==> config.mk <==
export PLATFORM = sky130hd
export DESIGN_NAME = sas_ram
export DESIGN_NICKNAME = d
export VERILOG_FILES = /design/src/assert_macros.svh /design/src/sas_ram.sv
export SDC_FILE = /design/constraint.sdc
export NUM_CORES = 1
export LEC_CHECK = 0
export ABC_AREA = 1
export BUFFER_PORTS_ARGS = -buffer_cell sky130_fd_sc_hd__buf_2
export CAP_MARGIN = 15
export CORE_MARGIN = 2
export CORE_UTILIZATION = 57
export DETAILED_ROUTE_END_ITERATION = 16
export PLACE_DENSITY_LB_ADDON = 0.25
export RECOVER_POWER = 100
export REMOVE_ABC_BUFFERS = 1
export SETUP_SLACK_MARGIN = 0.1
export SYNTH_ARGS = -nofsm -noshare
export SYNTH_HDL_FRONTEND = slang
export SYNTH_SLANG_ARGS = --single-unit
export TNS_END_PERCENT = 30
==> constraint.sdc <==
create_clock -name aclk -period 2.3 [get_ports aclk]
set_input_delay 0.46 -clock aclk [delete_from_list [all_inputs] [get_ports aclk]]
set_output_delay 0.46 -clock aclk [all_outputs]
set_load 0.01 [all_outputs]
==> src/assert_macros.svh <==
// Assertion macros shared by the RTL files.
`ifndef ASSERT_MACROS_SVH
`define ASSERT_MACROS_SVH
`ifndef SYNTHESIS
`define ASSERT_CLK(label, clk, rstn, prop, msg) \
    label: assert property (@(posedge clk) disable iff (!rstn) prop) else $error(msg);
`define ASSERT_NORST(label, clk, prop, msg) \
    label: assert property (@(posedge clk) prop) else $error(msg);
`else
`define ASSERT_CLK(label, clk, rstn, prop, msg)
`define ASSERT_NORST(label, clk, prop, msg)
`endif
`endif

==> src/sas_ram.sv <==
// Generic single-port RAM with registered read.
module sas_ram #(
    parameter int Width = 8,
    parameter int Depth = 16
) (
    input  logic                     aclk,
    input  logic                     we,
    input  logic [$clog2(Depth)-1:0] addr,
    input  logic [Width-1:0]         wdata,
    output logic [Width-1:0]         rdata
);
    logic [Width-1:0] mem [Depth];

    always_ff @(posedge aclk) begin
        if (we) begin
            mem[addr] <= wdata;
        end
        rdata <= mem[addr];
    end
endmodule

## Word level (Yosys, flattened, before mapping)

Memory sizes are Yosys's and may differ from the RTL's. A register that Yosys moved wholly into a read port is not among the register bits.
Index checks and enable logic that the tools add are counted.

- Mux-type cells: 2

Operators with widths:

| cell | number |
|---|---|
| 2-to-1 mux 1 bit | 2 |

- Bits of input ports: 14
- Word-level logic and storage cells: 3
- Flip-flop bits (word level): 0
- Output and inout bits: 8
- Memory bits (writable): 128
- Memories: 1

Memories:

| memory | depth | width | rd ports | clocked after memory_dff | write ports | line | source |
|---|---|---|---|---|---|---|---|
| mem | 16 | 8 | 1 | 1 | 1 | sas_ram.sv:12 | `logic [Width-1:0] mem [Depth];` |

## Depth between registers and ports, before layout

- Word-level depth: 2
- Mapped depth: 11
- Mapped depth without buffers: 9

## Worst setup path before layout

No wires, ideal clock.

- Path type: input port to flip-flop
- From: in addr[1]
- To: mem mem[3][0], enable pin
- Path buffers: 2
- Path slack: 463 ps
- Setup time: 370 ps
- Required time: 1930 ps
- Stages: 4
- Arrival time: 1467 ps
- Path through: buf_2 clkbuf_1 nand3_1 nor2_1

RTL lines:

| item | line | source |
|---|---|---|
| start: declaration | sas_ram.sv:8 | `input logic [$clog2(Depth)-1:0] addr,` |
| end: declaration | sas_ram.sv:12 |  |

No word-level cell before the write port.

## Final worst setup path

- From: in addr[1]
- To: mem mem[6][2], enable pin

No word-level cell before the write port.

==> Implementation_results.wiki <==
{| class="wikitable"
! Metric !! Value
|-
| Result of the run || finished, final reports clean
|-
| Final instance count without filler cells || 733
|-
| Overall power after layout || 5.602 mW
|-
| Post-route standard cell area excluding fillers || 6409 um^2
|-
| Number of standard cells after synthesis || 548
|-
| Number of I/O port buffers || 21
|-
| Cts hold-fix bufs || 0
|-
| Distinct cell type count after synthesis || 11
|-
| Post-Place Cells || 702
|-
| Leading cell type in the layout, fill and taps excluded || nand2_1
|-
| Maximum vdd ir drop || 0.5921 mV
|-
| Antenna violations before repair || 0
|-
| Element type at the critical path start || input port
|-
| Num ports || 22
|-
| Post-Syn Area per Cell || 10.21 um^2
|-
| Clock slew at reported path FFs || 0.06 ns
|-
| CP Data Arrival Time || 1.98 ns
|-
| Global router's overall resource usage || 25.15%
|-
| Bufs on Longest Clock Path || 2
|-
| Top cell type's share of synthesized area || 68.72%
|-
| CTS H-tree lvls || 4
|-
| Static leakage power || 2.731 nW
|-
| Antenna Nets Post-Route || 0
|-
| Maximum number of pins on one net before global-route repair || 49
|-
| Worst hold slack after final layout || 0.5157 ns
|-
| Count of cells resized by post-cts repair || 0
|-
| Nets || 602
|-
| Number of global-route vias before repair || 3704
|-
| Worst rel slew slack || 30.88%
|-
| Detailed Route WL || 12160 um
|-
| Final Wtd Congestion || 0.9172
|-
| Final setup fails || 0
|-
| Worst Path Max Fanout || 34
|-
| Transition time at the pin with the least slew margin || 1.037 ns
|-
| Post-route worst setup slack || 0.5366 ns
|-
| Clock tree from TritonCTS || built
|-
| Maximum achievable frequency || 567.1 MHz
|-
| Kind of end point of the critical path || register
|-
| Final Core Density || 66.48%
|-
| Seq/Total Area, Yosys || 71.59%
|-
| Cell Area, Placed || 5906 um^2
|-
| Post-synth design cell area || 5593 um^2
|-
| Drt first pass iters || 5
|-
| Post-DP HPWL || 7548 um
|-
| Class of the most critical setup path || in2reg
|-
| DRC || 0
|-
| Via count || 3778
|-
| Biggest area contributors in the synthesized netlist || edfxtp_1 69%, nand2_1 23%, dfxtp_1 2.9%
|-
| Die height || 103.1 um
|-
| Most area-hungry cell type in the Yosys netlist || edfxtp_1
|-
| Standard-cell rows || 36
|-
| Number of max-capacitance violations reported || 0
|-
| Skew-Pair Late Insertion Delay || 0.51 ns
|-
| Core Footprint || 9639 um^2
|-
| Clock Root Buffer || clkbuf_8
|-
| Total number of clock tree sinks || 136
|-
| 1st-iter DRT viols || 325
|-
| Fin. max-slew vios || 0
|-
| RSZ-0062 raised after global routing || no
|-
| Number of antenna diodes || 0
|-
| Worst hold-check path type || in2reg
|-
| Average routed wire per standard cell || 16.59 um
|-
| Initial standard-cell utilization of the core || 58.02%
|-
| Post-route fraction of the period consumed by the critical path || 76.67%
|-
| Most frequent cells in the layout || 346 x nand2_1, 128 x edfxtp_1, 22 x clkbuf_1, 21 x inv_1, 18 x nor2_1
|-
| GRT overflow || 0
|-
| Shortest clock period the worst path allows after layout || 1.763 ns
|-
| Die outline width || 103.1 um
|-
| Count of final hold-check violations || 0
|-
| Pre-CTS WS || 0.3418 ns
|-
| Required time worst endpoint || 2.52 ns
|-
| Number of vias per cell || 5.154
|-
| Post-synthesis register bit count || 136
|-
| Die Outline Area || 10620 um^2
|-
| Number of buffers inserted during clock tree synthesis || 17
|-
| Layout-stage area growth over the synthesis result || 14.59%
|-
| Setup_tns || 0 ns
|-
| Share of final-layout standard cells stronger than drive strength 1 || 8.333%
|-
| Global-route wire length before repair || 18980 um
|-
| Power Density || 874.2 nW/um^2
|-
| Setup skew after layout || 0.007320 ns
|-
| Syn. warnings || 0
|-
| Post-CTS setup repair buffer count || 0
|}
per-layer routing:
metal | wire length [um] | global-route usage, %
met1 | 5209 | 34.06
met3 | 872 | 5.492
met4 | 231 | 9.717
met2 | 5851 | 40.26
met5 | 0 | 0
cells in the mapped netlist:
master,n
nand2_1,346
clkinv_1,1
buf_4,6
nand3_1,4
buf_2,12
inv_2,1
nor2_1,18
dfxtp_1,8
clkbuf_1,3
edfxtp_1,128
inv_1,21
cell type report:
cell class,instances,area (um^2)
flip-flops and latches,136,4004
fillers,750,3231
multi-input cells,368,1386
clock buffers,17,414.1
repair buffers,42,217.7
well taps,133,166.4
clock inverters,14,133.9
inverters,23,86.33
worst max-delay path, stage by stage:
cell	delay, ns
clkbuf_1	0.12
clkbuf_2	0.56
nand3_1	0.41
nor2_1	0.22
buf_4	0.20
where the power goes:
group	switching, mW	internal (mW)
clock network	0.963	1.52
registers	0.0146	2.77
logic	0.246	0.0854
total	1.22	4.38
worst paths after layout:
path / from / end / slack, ns / depth (start not counted)
hold / removal: addr[2] / rdata[0]$_DFF_P_ / 0.52 / 7
setup / recovery: addr[1] / mem[6][2]$_DFFE_PP_ / 0.54 / 5
hold reg to reg: mem[0][3]$_DFFE_PP_ / rdata[3]$_DFF_P_ / 0.73 / 8
setup reg to reg: mem[15][6]$_DFFE_PP_ / rdata[6]$_DFF_P_ / 1.25 / 8
flip-flops by register name (all words and copies together), names as in the netlist:
name	count
rdata	8
mem	128
cells by family after synthesis:
kind of cell,after synthesis,synth area share (%)
AND/OR/NAND/NOR,368,24.79
flip-flops,136,71.59
buffers and inverters,44,3.624
(Power assumes the default switching activity.)
