## src/assert_macros.svh

```systemverilog
// Assertion macros shared by the RTL files.
`ifndef ASSERT_MACROS_SVH
`define ASSERT_MACROS_SVH
`ifndef SYNTHESIS
`define ASSERT_CLK(label, clk, rstn, prop, msg) \
    label: assert property (@(posedge clk) disable iff (!rstn) prop) else $error(msg);
`define ASSERT_NORST(label, clk, prop, msg) \
    label: assert property (@(posedge clk) prop) else $error(msg);
`else
`define ASSERT_CLK(label, clk, rstn, prop, msg)
`define ASSERT_NORST(label, clk, prop, msg)
`endif
`endif

```

## src/sas_pkg.sv

```systemverilog
// Package with the types and constants of the sprite animation sequencer.
package sas_pkg;
    localparam int MaxAnims   = 16;
    localparam int MaxFrames  = 32;
    localparam int AnimW      = $clog2(MaxAnims);
    localparam int FrameW     = $clog2(MaxFrames);
    localparam int AddrW      = AnimW + FrameW;
    localparam int TotalW     = 22;
    localparam int FrecW      = 52;

    typedef enum logic [2:0] {
        CMD_CLEAR = 3'd0, CMD_ADD_ANIM = 3'd1, CMD_ADD_FRAME = 3'd2,
        CMD_INIT = 3'd3, CMD_TICK = 3'd4
    } cmd_t;

    typedef enum logic [2:0] {
        ST_OK = 3'd0, ST_NOT_FOUND = 3'd1, ST_ZERO_LEN = 3'd2,
        ST_FULL = 3'd3, ST_NO_ANIM = 3'd4
    } status_t;

    // Shared-divider control between sequencer and remainder unit.
    typedef struct packed {
        logic        start;
        logic [31:0] dividend;
        logic [TotalW-1:0] divisor;
    } div_req_t;

    typedef struct packed {
        logic        busy;
        logic        done;
        logic [TotalW-1:0] rem;
    } div_rsp_t;
endpackage

```

## src/sas_rem_unit.sv

```systemverilog
// Bit-serial remainder unit: one quotient bit per cycle.
`include "assert_macros.svh"
module sas_rem_unit import sas_pkg::*; (
    input  logic     aclk,
    input  logic     aresetn,
    input  div_req_t req,
    output div_rsp_t rsp
);
    logic [31:0]       num_reg, num_next;
    logic [TotalW:0]   rem_reg, rem_next;
    logic [5:0]        cnt_reg, cnt_next;
    logic              busy_reg, busy_next;
    logic              done_reg, done_next;
    logic [TotalW+1:0] shifted;
    logic [TotalW+1:0] diff;

    always_comb begin
        shifted   = {rem_reg, num_reg[31]};
        diff      = shifted - {2'b00, req.divisor};
        num_next  = num_reg;
        rem_next  = rem_reg;
        cnt_next  = cnt_reg;
        busy_next = busy_reg;
        done_next = 1'b0;
        if (req.start && !busy_reg) begin
            num_next  = req.dividend;
            rem_next  = '0;
            cnt_next  = 6'd32;
            busy_next = 1'b1;
        end else if (busy_reg) begin
            num_next = {num_reg[30:0], 1'b0};
            if (!diff[TotalW+1]) begin
                rem_next = diff[TotalW:0];
            end else begin
                rem_next = shifted[TotalW:0];
            end
            cnt_next = cnt_reg - 6'd1;
            if (cnt_reg == 6'd1) begin
                busy_next = 1'b0;
                done_next = 1'b1;
            end
        end
    end

    always_ff @(posedge aclk) begin
        if (!aresetn) begin
            busy_reg <= 1'b0;
            done_reg <= 1'b0;
            cnt_reg  <= '0;
        end else begin
            busy_reg <= busy_next;
            done_reg <= done_next;
            cnt_reg  <= cnt_next;
        end
        num_reg <= num_next;
        rem_reg <= rem_next;
    end

    assign rsp.busy = busy_reg;
    assign rsp.done = done_reg;
    assign rsp.rem  = rem_reg[TotalW-1:0];

    `ASSERT_CLK(a_done_after_busy, aclk, aresetn, rsp.done |-> $past(busy_reg), "done without run")
    `ASSERT_CLK(a_cnt_zero_idle, aclk, aresetn, !busy_reg |-> cnt_reg == 6'd0, "count left over")
    `ASSERT_CLK(a_rem_below, aclk, aresetn, rsp.done |-> rem_reg < {1'b0, req.divisor}, "remainder too big")
endmodule
```

## config.mk

```make
export PLATFORM = sky130hd
export DESIGN_NAME = sas_rem_unit
export DESIGN_NICKNAME = d
export VERILOG_FILES = /design/src/sas_pkg.sv /design/src/sas_rem_unit.sv
export VERILOG_INCLUDE_DIRS = /design/src /design/src/src
export SDC_FILE = /design/constraint.sdc
export NUM_CORES = 1
export LEC_CHECK = 0
export ABC_AREA = 1
export BUFFER_PORTS_ARGS = -buffer_cell sky130_fd_sc_hd__buf_2
export CAP_MARGIN = 20
export CORE_MARGIN = 2
export CORE_UTILIZATION = 54
export CTS_BUF_LIST = sky130_fd_sc_hd__clkbuf_8
export DETAILED_ROUTE_END_ITERATION = 16
export PLACE_DENSITY = 0.77
export SYNTH_ARGS = -nofsm -noshare
export SYNTH_HDL_FRONTEND = slang
export SYNTH_SLANG_ARGS = --single-unit
```

## constraint.sdc

```tcl
create_clock -name aclk -period 3.27 [get_ports aclk]
set_clock_uncertainty 0.1 [all_clocks]
set_input_delay 0.327 -clock aclk [delete_from_list [all_inputs] [get_ports aclk]]
set_output_delay 0.327 -clock aclk [all_outputs]
set_load 0.05 [all_outputs]
```

# Yosys cells after proc, flatten, opt, wreduce, memory -nomap -nowiden
# Index checks and enable logic that the tools add are counted.
# Widths: inputs -> output; s select.
# word_totals
ff_bits	63
in_bits	57
output_inout_bits	24
elab_cells	25
# classes
addsub	2
eq_ne	1
mux	9
bitwise	2
reduce_logical	5
# op_table
operator	n
$mux 32	2
$sub 24x22->24	1
$mux 23	1
$mux 6	2
$eq 6x1->1 const B	1
$sub 6x1->6 const B	1
$mux 1	4
$reduce_or 3->1	1
$not 1->1	2
$reduce_bool 2->1	1
$reduce_or 2->1	1
$logic_and 1x1->1	1
$logic_not 1->1	1

# Logic depth before layout (Yosys ltp)
# Gate-level depths: netlist of the first run.
# logic_depth
depth_word	4
mapped_depth	17
ltp_nobuf	16

# Least setup slack after synthesis of the first run
# OpenSTA, ideal clock, no wires.
# synth_timing
kind	register to register
from	register num_reg[31]
to	register rem_reg[16]
setup_ns	0.113
t_arrival_ns	1.792
required_time_ns	3.057
slack_ns	1.265
stages_incl_launch_ff	17
path_buffers	0
synth_period_minus_slack_ns	2.005
path_cell_list	edfxtp_1 -> inv_1 -> ha_1 -> inv_1 -> fa_1 -> nand3_1 -> nand3_1 -> nand2_1 -> nand3_1 -> nand2_1 -> nand2_1 -> nand2_1 -> nand2_1 -> inv_1 -> nand2_1 -> nand3_1 -> nand2_1
# synth_between
elab_chain_len	2
# synth_rtl
element	line_no	source
start, declared	sas_rem_unit.sv:9	logic [31:0] num_reg, num_next;
start signal, assigned	sas_rem_unit.sv:55	num_reg <= num_next;
$sub 24x22->24	sas_rem_unit.sv:19	diff = shifted - {2'b00, req.divisor};
$mux 23	sas_rem_unit.sv:32	if (!diff[TotalW+1]) begin
end signal, assigned	sas_rem_unit.sv:56	rem_reg <= rem_next;
end, declared	sas_rem_unit.sv:10	logic [TotalW:0] rem_reg, rem_next;
# No other way between the ends.
# A chain may end at the register's enable or synchronous reset.

# Worst setup path after layout of the first run
# Ends and elaborated chain as after synthesis.

==> results of run 1 <==
worst max-delay path by stage:
stage                           start     endpoint  slack [ns]  depth (start not counted)
after floorplan           num_reg[31]  rem_reg[16]        1.26                         16
after global placement        req[14]   rem_reg[7]        0.72                         15
after detailed placement      req[14]   rem_reg[3]        0.68                         15
after CTS                 rem_reg[12]   rem_reg[3]        0.77                         13
after global routing      rem_reg[12]  rem_reg[19]        0.47                         14
final                     num_reg[31]  rem_reg[16]        0.74                         16
Yosys cell counts, drive strengths merged, types with 2 or more instances:
cell	count
ha	24
mux2	31
clkbuf	2
nand3b	17
nand4	7
nand3	49
a21oi	13
edfxtp	32
nor3	4
nor2	41
inv	130
xor2	9
buf	36
xnor2	2
dfxtp	31
nand2	255
metal layers:
| layer | GRT usage (%) | up-vias | share of wire [%] |
|---|---|---|---|
| li1 | - | 2218 | - |
| met1 | 30.7 | 1960 | 43 |
| met2 | 42.8 | 129 | 49 |
| met3 | 4.08 | 20 | 6.0 |
| met4 | 6.74 | 0 | 1.8 |
| met5 | 0 | - | 0 |
logic make-up after synthesis:
family	after synthesis
compound gates	15
xor+xnor	11
fa+ha+maj	25
buf+inv	168
flops	63
mux	31
simple gates	375
cell type report:
class,count,share of cell area (%)
multi-input cells,457,46.4
well taps,108,2.54
clock buffers,9,2.33
inverters,130,9.18
flip-flops and latches,63,29.8
clock inverters,7,1.65
repair buffers,84,8.10
per-stage QoR:
step                instances  util, %  hold slack [ns]
global placement          842     58.8            0.373
global route              858     61.2            0.175
floorplan                 688        -            0.353
finish                    858     61.2            0.166
CTS                       858     61.2            0.147
detailed placement        842     58.8            0.379
layout by cell type, fill, tap and decap left out, drive strengths merged:
cell type  count
or2            1
inv          132
fa             1
o21ai          1
ha            24
nor2          41
xnor2          2
clkbuf         9
dfxtp         31
nand4          7
nand3b        17
xor2           9
edfxtp        32
bufinv         2
nand3         49
mux2          31
nor3           4
a21oi         13
nand2        255
clkinv         3
a31oi          1
nor4           1
buf           84
critical path: stages, from the launching register on:
cell      delay, ns
edfxtp_1       0.37
inv_1          0.08
ha_1           0.14
inv_1          0.08
fa_1           0.47
nand3_1        0.13
nand3_1        0.23
nand2_1        0.13
nand3_1        0.16
nand2_1        0.13
nand2_1        0.06
nand2_1        0.05
nand2_1        0.07
inv_1          0.06
nand2_1        0.04
nand3_1        0.07
nand2_1        0.05
power breakdown:
group / total (mW) / internal (mW) / switching, mW
clock network: 0.741 / 0.425 / 0.316
registers: 0.942 / 0.914 / 0.0280
logic: 0.380 / 0.153 / 0.227
total: 2.06 / 1.49 / 0.571
==> metrics, run 1 <==
post_cts resized 0; CP Max Fanout 4; Num CTS Buffers 9; Worst Hold End busy_reg; maximum vdd drop about 0.00034 V; layout cells sized above 1 ~20%; Synth Area in Compound Gates under 10%; die height about 98 um; hpwl dp between 8000 and 9000 um; FF-to-FF path depth 16; 1st-iter DRT viols about 260; endpoints failing setup 0; Synth Area in XOR/XNOR under 10%; mux cell area share after synthesis a little over 7%; DR vias approximately 4300; post-synthesis sequential area ratio about a third; vias in the first global route between 4000 and 5000; Synthesized Nets a little under 800; clock root buffer master clkbuf_8; hold path startpoint aresetn; RSZ-0062 raised after global routing false; drt wl/cell about 13 um; Seq cells post-synth 63; Post-synth EDFFs 32; placed cell area between 5000 and 6000 um^2; Maximum Capacitance Violations 0; first-pass GRT wire length approximately 19000 um; Initial Util between 50% and 60%; Post-CTS Setup Repair Bufs 0; nets approximately 830; Synth area leader edfxtp_1; syn avg cell area 6.97 um^2; PwrDens 388 nW/um^2; CTS clk-pin slew, worst paths roughly 0.070 ns; Worst slew margin between 70% and 80%; fin crit period 2.53 ns; GRT overflow 0; WP data required between 3 and 4 ns; setup_tns 0 ns; CTS tree built; Synth cell types 32; r2r setup slk ~0.74 ns; arrival time worst endpoint 2.67 ns; Tot GR Track Use around a quarter; core box area 8680 um^2; max reg flops 32; filler cell count about 800; RR Startpoint num_reg[31]; Antenna Nets Post-Route 0; clock sinks 63; Clock Path Buffers 2; FF-to-FF End rem_reg[16]; Synth top area share between 20% and 30%; DIE AREA between 9000 and 10000 um^2; hold path depth 3; Worst-Margin Slew 0.406 ns; Vias/cell ~5; Routability Congestion about 0.94; period utilization 77.3%; initial antenna violation count 0; DRC Markers 0; Ant. Diodes 0; Startpoint Class flip-flop; P&R area growth vs syn 10.8%; synth top area cells edfxtp_1, nand2_1, dfxtp_1, inv_1, mux2_2; maximum clock rate around 400 MHz; Post-synth ARST share 0%; clock latency on the worst-skew pair 0.34 ns; Hold Fails Final Rpt 0; final worst setup slack 0.742 ns; max-slew violations 0; Crit Path Class flip-flop to flip-flop; worst hold path type input port to flip-flop; drt first pass iters 6; synth warn 0; cts hold-fix bufs 0; largest family of logic cells by synthesized area simple AND/OR/NAND/NOR gates; num ports slightly above 80; status finished, final reports clean; largest net degree at the start of global routing 34; top_reg_cell synth edfxtp_1; IO Port Bufs 80; Post-Synth Adder-Cell Area 6.68%; num rows 34; Final Cell Area about 5300 um^2; synthesized instance count 688; area of the multi-input gates approximately 2500 um^2; Leak 3.01 nW; crit end category flip-flop; synthesized cell area 4800 um^2; Synth Area in Simple Gates around 34%; Routed WL roughly 11000 um; area occupied by registers 1580 um^2; PnR Total Power slightly above 2 mW; Place WS slightly below 0.7 ns; H-tree depth 3; Chip Width between 90 and 100 um
(Power assumes the default switching activity.)
==> run 2, diff against run 1 <==
Settings changed: ABC_AREA 1 to 0, CORE_UTILIZATION 54 to 52, PLACE_DENSITY 0.77 to 0.79.
Clock period 3.27 ns to 2.29 ns, I/O delays scaled along.
==> run 2 against run 1 <==
Net effect:
- the run now ends with setup timing left
- routed wire length is 0.57% higher
- combinational power grew to 15 times the previous value
- flip-flop and latch count stayed put
- die area is 13% lower
- highest routed layer unchanged
==> metrics, run 2 <==
Crit Path Class flip-flop to flip-flop; Ant. Diodes 0; met2 wire length roughly 5400 um; synthesized cell area roughly 4000 um^2; Synthesized Nets 461; Worst Hold End done_reg; post-synthesis sequential area ratio about 40%; vias in the first global route ~3600; num rows 31; most frequent cells in the layout buf_4, buf_2, inv_1; clock latency on the worst-skew pair between 0.3 and 0.4 ns; Synth top area share 24.1%; die height 91.6 um; Post-synth EDFFs 32; Seq cells post-synth 63; r2r setup slk -0.74 ns; FF-to-FF End rem_reg[6]; maximum clock rate about 330 MHz; met3 routed WL 615 um; max-slew violations 0; WL met1 around 4600 um; Worst-Margin Slew approximately 0.62 ns; synth warn 0; clock sinks 63; Leak approximately 2.7 nW; failing checks setup timing; Synth cell types just under 60; Max Used Layer met4; GRT overflow 0; CP max-delay cell a2111oi_4; PnR Total Power around 8.3 mW; status finished with violations; Post-synth top cells mux2_2, inv_1, edfxtp_1, dfxtp_1, a21oi_1; setup_tns -15.71 ns; Setup crit start num_reg[31]; Clock Path Buffers 2; Startpoint Class flip-flop; RSZ-0062 raised after global routing true; CP Max Fanout 5; Initial Util a little over half; WP data required ~2.4 ns; Tot GR Track Use about a quarter; syn avg cell area between 10 and 15 um^2; filler cell count ~460; final worst setup slack -0.741 ns; Num CTS Buffers 9; largest net degree at the start of global routing 34; clock root buffer master clkbuf_8; crit end category flip-flop; IO Port Bufs 80; endpoints failing setup 23; Synth area leader edfxtp_1; hold path depth 2; maximum vdd drop 0.000968 V; RR Startpoint num_reg[31]; CP max stage delay 0.45 ns; 1st-iter DRT viols roughly 160; core box area 7330 um^2; nets roughly 630; Routability Congestion 0.846; CTS tree built; worst hold path type input port to flip-flop; hpwl dp between 6000 and 7000 um; crit-path cells inv_2 -> ha_4 -> nand3b_1 -> a2111oi_4 -> o21ai_2 -> nand2_2 -> a21oi_4 -> o21ai_4 -> xor2_4 -> buf_12 -> buf_8 -> mux2_4 -> a22o_1; fin crit period just over 3 ns; first-pass GRT wire length between 15000 and 20000 um; Chip Width approximately 90 um; synth top area cells edfxtp_1, dfxtp_1, mux2_2, ha_1, buf_4; drt first pass iters 4; synthesized instance count between 300 and 400; commonest non-fill, non-tap cell in the layout buf_4; PwrDens around 1500 nW/um^2; Routed WL 11100 um; arrival time worst endpoint around 3.2 ns; top_reg_cell synth edfxtp_1; hold path startpoint aresetn; H-tree depth 3; initial antenna violation count 0; max reg flops 32; drt wl/cell 17.1 um; Worst slew margin between 50% and 60%; P&R area growth vs syn 40.8%; most common cell in the netlist mux2_2; DR vias around 3600; Vias/cell 5.48; period utilization 132%; Antenna Nets Post-Route 0; CTS clk-pin slew, worst paths 0.08 ns; num ports about 80; Maximum Capacitance Violations 0; FF-to-FF path depth 13; DIE AREA 8400 um^2; layout cells sized above 1 about half; DRC Markers 0; Core Util, Final 76.7%; Hold Fails Final Rpt 0; Post-synth ARST share 0%
==> run 2: cell count changes in the layout (fill, tap and decap cells not counted), moves of 14 or more <==
cell      previous run  this run
nand2_1            248        19
buf_4                4        98
nor2_1              37        10
inv_1              129        33
nand3b_1            17         3
nand3_1             48         4
==> run 2: cell type report <==
class	instances	area, um^2	share of cell area, %
multi-input cells	245	2250	40.0
flip-flops and latches	63	1580	28.2
repair buffers	190	1310	23.3
inverters	35	131	2.34
clock buffers	9	124	2.20
well taps	99	124	2.20
clock inverters	7	104	1.85
==> run 2: per-stage QoR <==
step | setup WS [ns] | instances | hold slack (ns) | area (um^2)
global placement | -0.525 | 601 | 0.359 | 4960
CTS | -0.510 | 643 | 0.0118 | 5530
detailed placement | -0.570 | 601 | 0.368 | 4960
global route | -0.818 | 648 | 0.0426 | 5620
finish | -0.741 | 648 | 0.0203 | 5620
floorplan | -0.427 | 379 | 0.251 | 4100
==> run 2: worst max path at each step <==
stage,endpoint,cells after the start
after floorplan,rem_reg[7],11
after global placement,rem_reg[22],13
after detailed placement,rem_reg[22],13
after CTS,rem_reg[16],13
after global routing,rem_reg[11],14
final,rem_reg[6],13
==> run 2: worst max-delay path: cells and delay by family (launching register included) <==
family | cells | cell delay [ns]
buffers and inverters | 3 | 0.34
AND/OR/NAND/NOR | 2 | 0.34
multiplexers | 1 | 0.29
AO/OA/AOI/OAI | 5 | 1.05
flip-flops | 1 | 0.38
adder cells (fa/ha/maj) | 1 | 0.16
XOR/XNOR | 1 | 0.26
==> run 2: cell families (layout without fill, tap and decap cells) <==
family | count (synthesis) | after routing | synth area share (%)
AOI/OAI and AO/OA | 86 | 86 | 14.9
xor gates and xnor gates | 23 | 23 | 5.52
adders and majority gates | 25 | 25 | 8.02
buffers and inverters | 71 | 241 | 10.2
DFF | 63 | 63 | 39.6
muxes | 49 | 49 | 13.6
and+or+nand+nor | 62 | 62 | 8.15
==> run 2: repair_timing <==
action | CTS | global route
setup endpoints to repair | 23 | 23
gates cloned | 1 | 0
gates resized for setup | 23 | 15
hold buffers | 0 | 0
pin swaps | 20 | 11
buffers inserted | 26 | 8
==> run 2: layer usage <==
metal  GRT usage [%]  vias up
met5               0        -
met4            14.0        0
met3            5.67       48
met2            41.9      118
met1            30.3     1693
li1                -     1691
==> run 2: report_power, final <==
group / switching, mW / total (mW) / internal [mW]
registers: 0.176 / 1.65 / 1.48
logic: 2.73 / 5.54 / 2.81
clock network: 0.496 / 1.12 / 0.626
total: 3.40 / 8.32 / 4.92
==> run 3, diff against run 2 <==
Settings changed: RECOVER_POWER from default to 25.
==> run 3 against run 2 <==
Net effect:
- the flow still finishes with violations (setup timing)
- global-route usage unchanged
- flip-flop and latch count is the same
- critical path depth unchanged
- core utilization shrank 0.60 points
- critical path type unchanged
==> metrics, run 3 (synthesized netlist as in run 2, its figures left out) <==
worst hold path type input port to flip-flop; 1st-iter DRT viols approximately 150; maximum clock rate about 330 MHz; drt first pass iters 4; CP max-delay cell a2111oi_4; PwrDens 1480 nW/um^2; Tot GR Track Use between 20% and 30%; Hold Fails Final Rpt 0; Routed WL roughly 11000 um; WP data required 2.43 ns; most frequent cells in the layout buf_4, buf_2, inv_1; endpoints failing setup 23; Chip Width between 90 and 100 um; Worst-Margin Slew just under 0.8 ns; H-tree depth 3; die height around 90 um; r2r setup slk -0.74 ns; failing checks setup timing; P&R area growth vs syn 39.7%; Maximum Capacitance Violations 0; largest net degree at the start of global routing 34; CP max stage delay roughly 0.45 ns; setup_tns -15.79 ns; placed cell area a little under 5000 um^2; PnR Total Power approximately 8.3 mW; drt wl/cell 17.3 um; Crit Path Class flip-flop to flip-flop; Vias/cell 5.46; crit end category flip-flop; nets between 600 and 700; Routability Congestion between 0.8 and 0.9; Leak about 2.6 nW; max reg flops 32; Num CTS Buffers 9; Clock Path Buffers 2; maximum vdd drop between 0.0009 and 0.001 V; Antenna Nets Post-Route 0; clock sinks 63; layout cells sized above 1 47.7%; DIE AREA 8400 um^2; DR vias roughly 3500; final worst setup slack -0.743 ns; max-slew violations 0; final hold slack between 0.02 and 0.025 ns; Core Util, Final between 70% and 80%; Inst Count DP between 600 and 700; hpwl dp a little under 7000 um; CP Max Fanout 5; Initial Util a little over half; core box area 7330 um^2; vias in the first global route 3647; CTS clk-pin slew, worst paths roughly 0.08 ns; Finished Layout Cells around 650; num rows 31; IO Port Bufs 80; commonest non-fill, non-tap cell in the layout buf_4; Startpoint Class flip-flop; clock root buffer master clkbuf_8; Ant. Diodes 0; first-pass GRT wire length ~17000 um; arrival time worst endpoint 3.17 ns; num ports 81; period utilization 132%; DRC Markers 0; RSZ-0062 raised after global routing true; Worst slew margin approximately half; clock latency on the worst-skew pair 0.35 ns; initial antenna violation count 0; Place WS -0.570 ns; crit-path cells inv_2 -> ha_4 -> nand3b_1 -> a2111oi_4 -> o21ai_2 -> nand2_2 -> a21oi_4 -> o21ai_4 -> xor2_4 -> buf_12 -> buf_8 -> mux2_4 -> a22o_1; GRT overflow 0; Final Cell Area roughly 5600 um^2; status finished with violations; CTS tree built; fin crit period 3.03 ns
==> run 3: cell types whose count changed in the layout (fill, tap and decap cells not counted), sizes merged <==
cell,before,now
buf,190,166
clkbuf,9,33
==> run 3: worst max-delay path, delay by kind of cell (launching register included) <==
family                     cells  cell delay [ns]
muxes                          1             0.29
buffers and inverters          3             0.34
and+or+nand+nor                2             0.34
xor gates and xnor gates       1             0.26
adders and majority gates      1             0.16
DFF                            1             0.38
AOI/OAI and AO/OA              5             1.05
==> run 3: metal layers <==
| layer | vias up | routed length [um] | track usage (%) |
|---|---|---|---|
| met5 | - | 0 | 0 |
| met1 | 1689 | 4730 | 30.3 |
| met2 | 118 | 5370 | 41.9 |
| met4 | 0 | 541 | 14.0 |
| li1 | 1686 | - | - |
| met3 | 45 | 541 | 5.67 |
==> run 3: repair_timing <==
item / CTS / global route
hold buffers: 0 / 0
cloned: 1 / 0
pin swaps: 20 / 11
endpoints found under the hold margin: 0 / 0
resized for setup: 23 / 15
setup buffers: 26 / 8
endpoints found under the setup margin: 23 / 23
==> run 3: worst paths after layout <==
path,cells past startpoint,startpoint,endpoint
worst max-delay path,13,num_reg[31],rem_reg[6]
worst min-delay path,2,aresetn,done_reg
worst max register to register,13,num_reg[31],rem_reg[6]
worst min register to register,2,cnt_reg[1],cnt_reg[1]
==> run 3: final cells by class <==
type	count	area, um^2
inverter	35	131
sequential	63	1580
tap	99	124
clock inverter	7	104
clock buffer	9	124
multi-input combinational	245	2250
timing repair buffer	190	1260
fill	482	1750
==> run 3: where the power goes <==
| part | internal (mW) | total, mW | switching (mW) | leakage (nW) |
|---|---|---|---|---|
| clock | 0.626 | 1.12 | 0.494 | 0.114 |
| combinational | 2.76 | 5.51 | 2.75 | 1.87 |
| sequential | 1.48 | 1.65 | 0.176 | 0.579 |
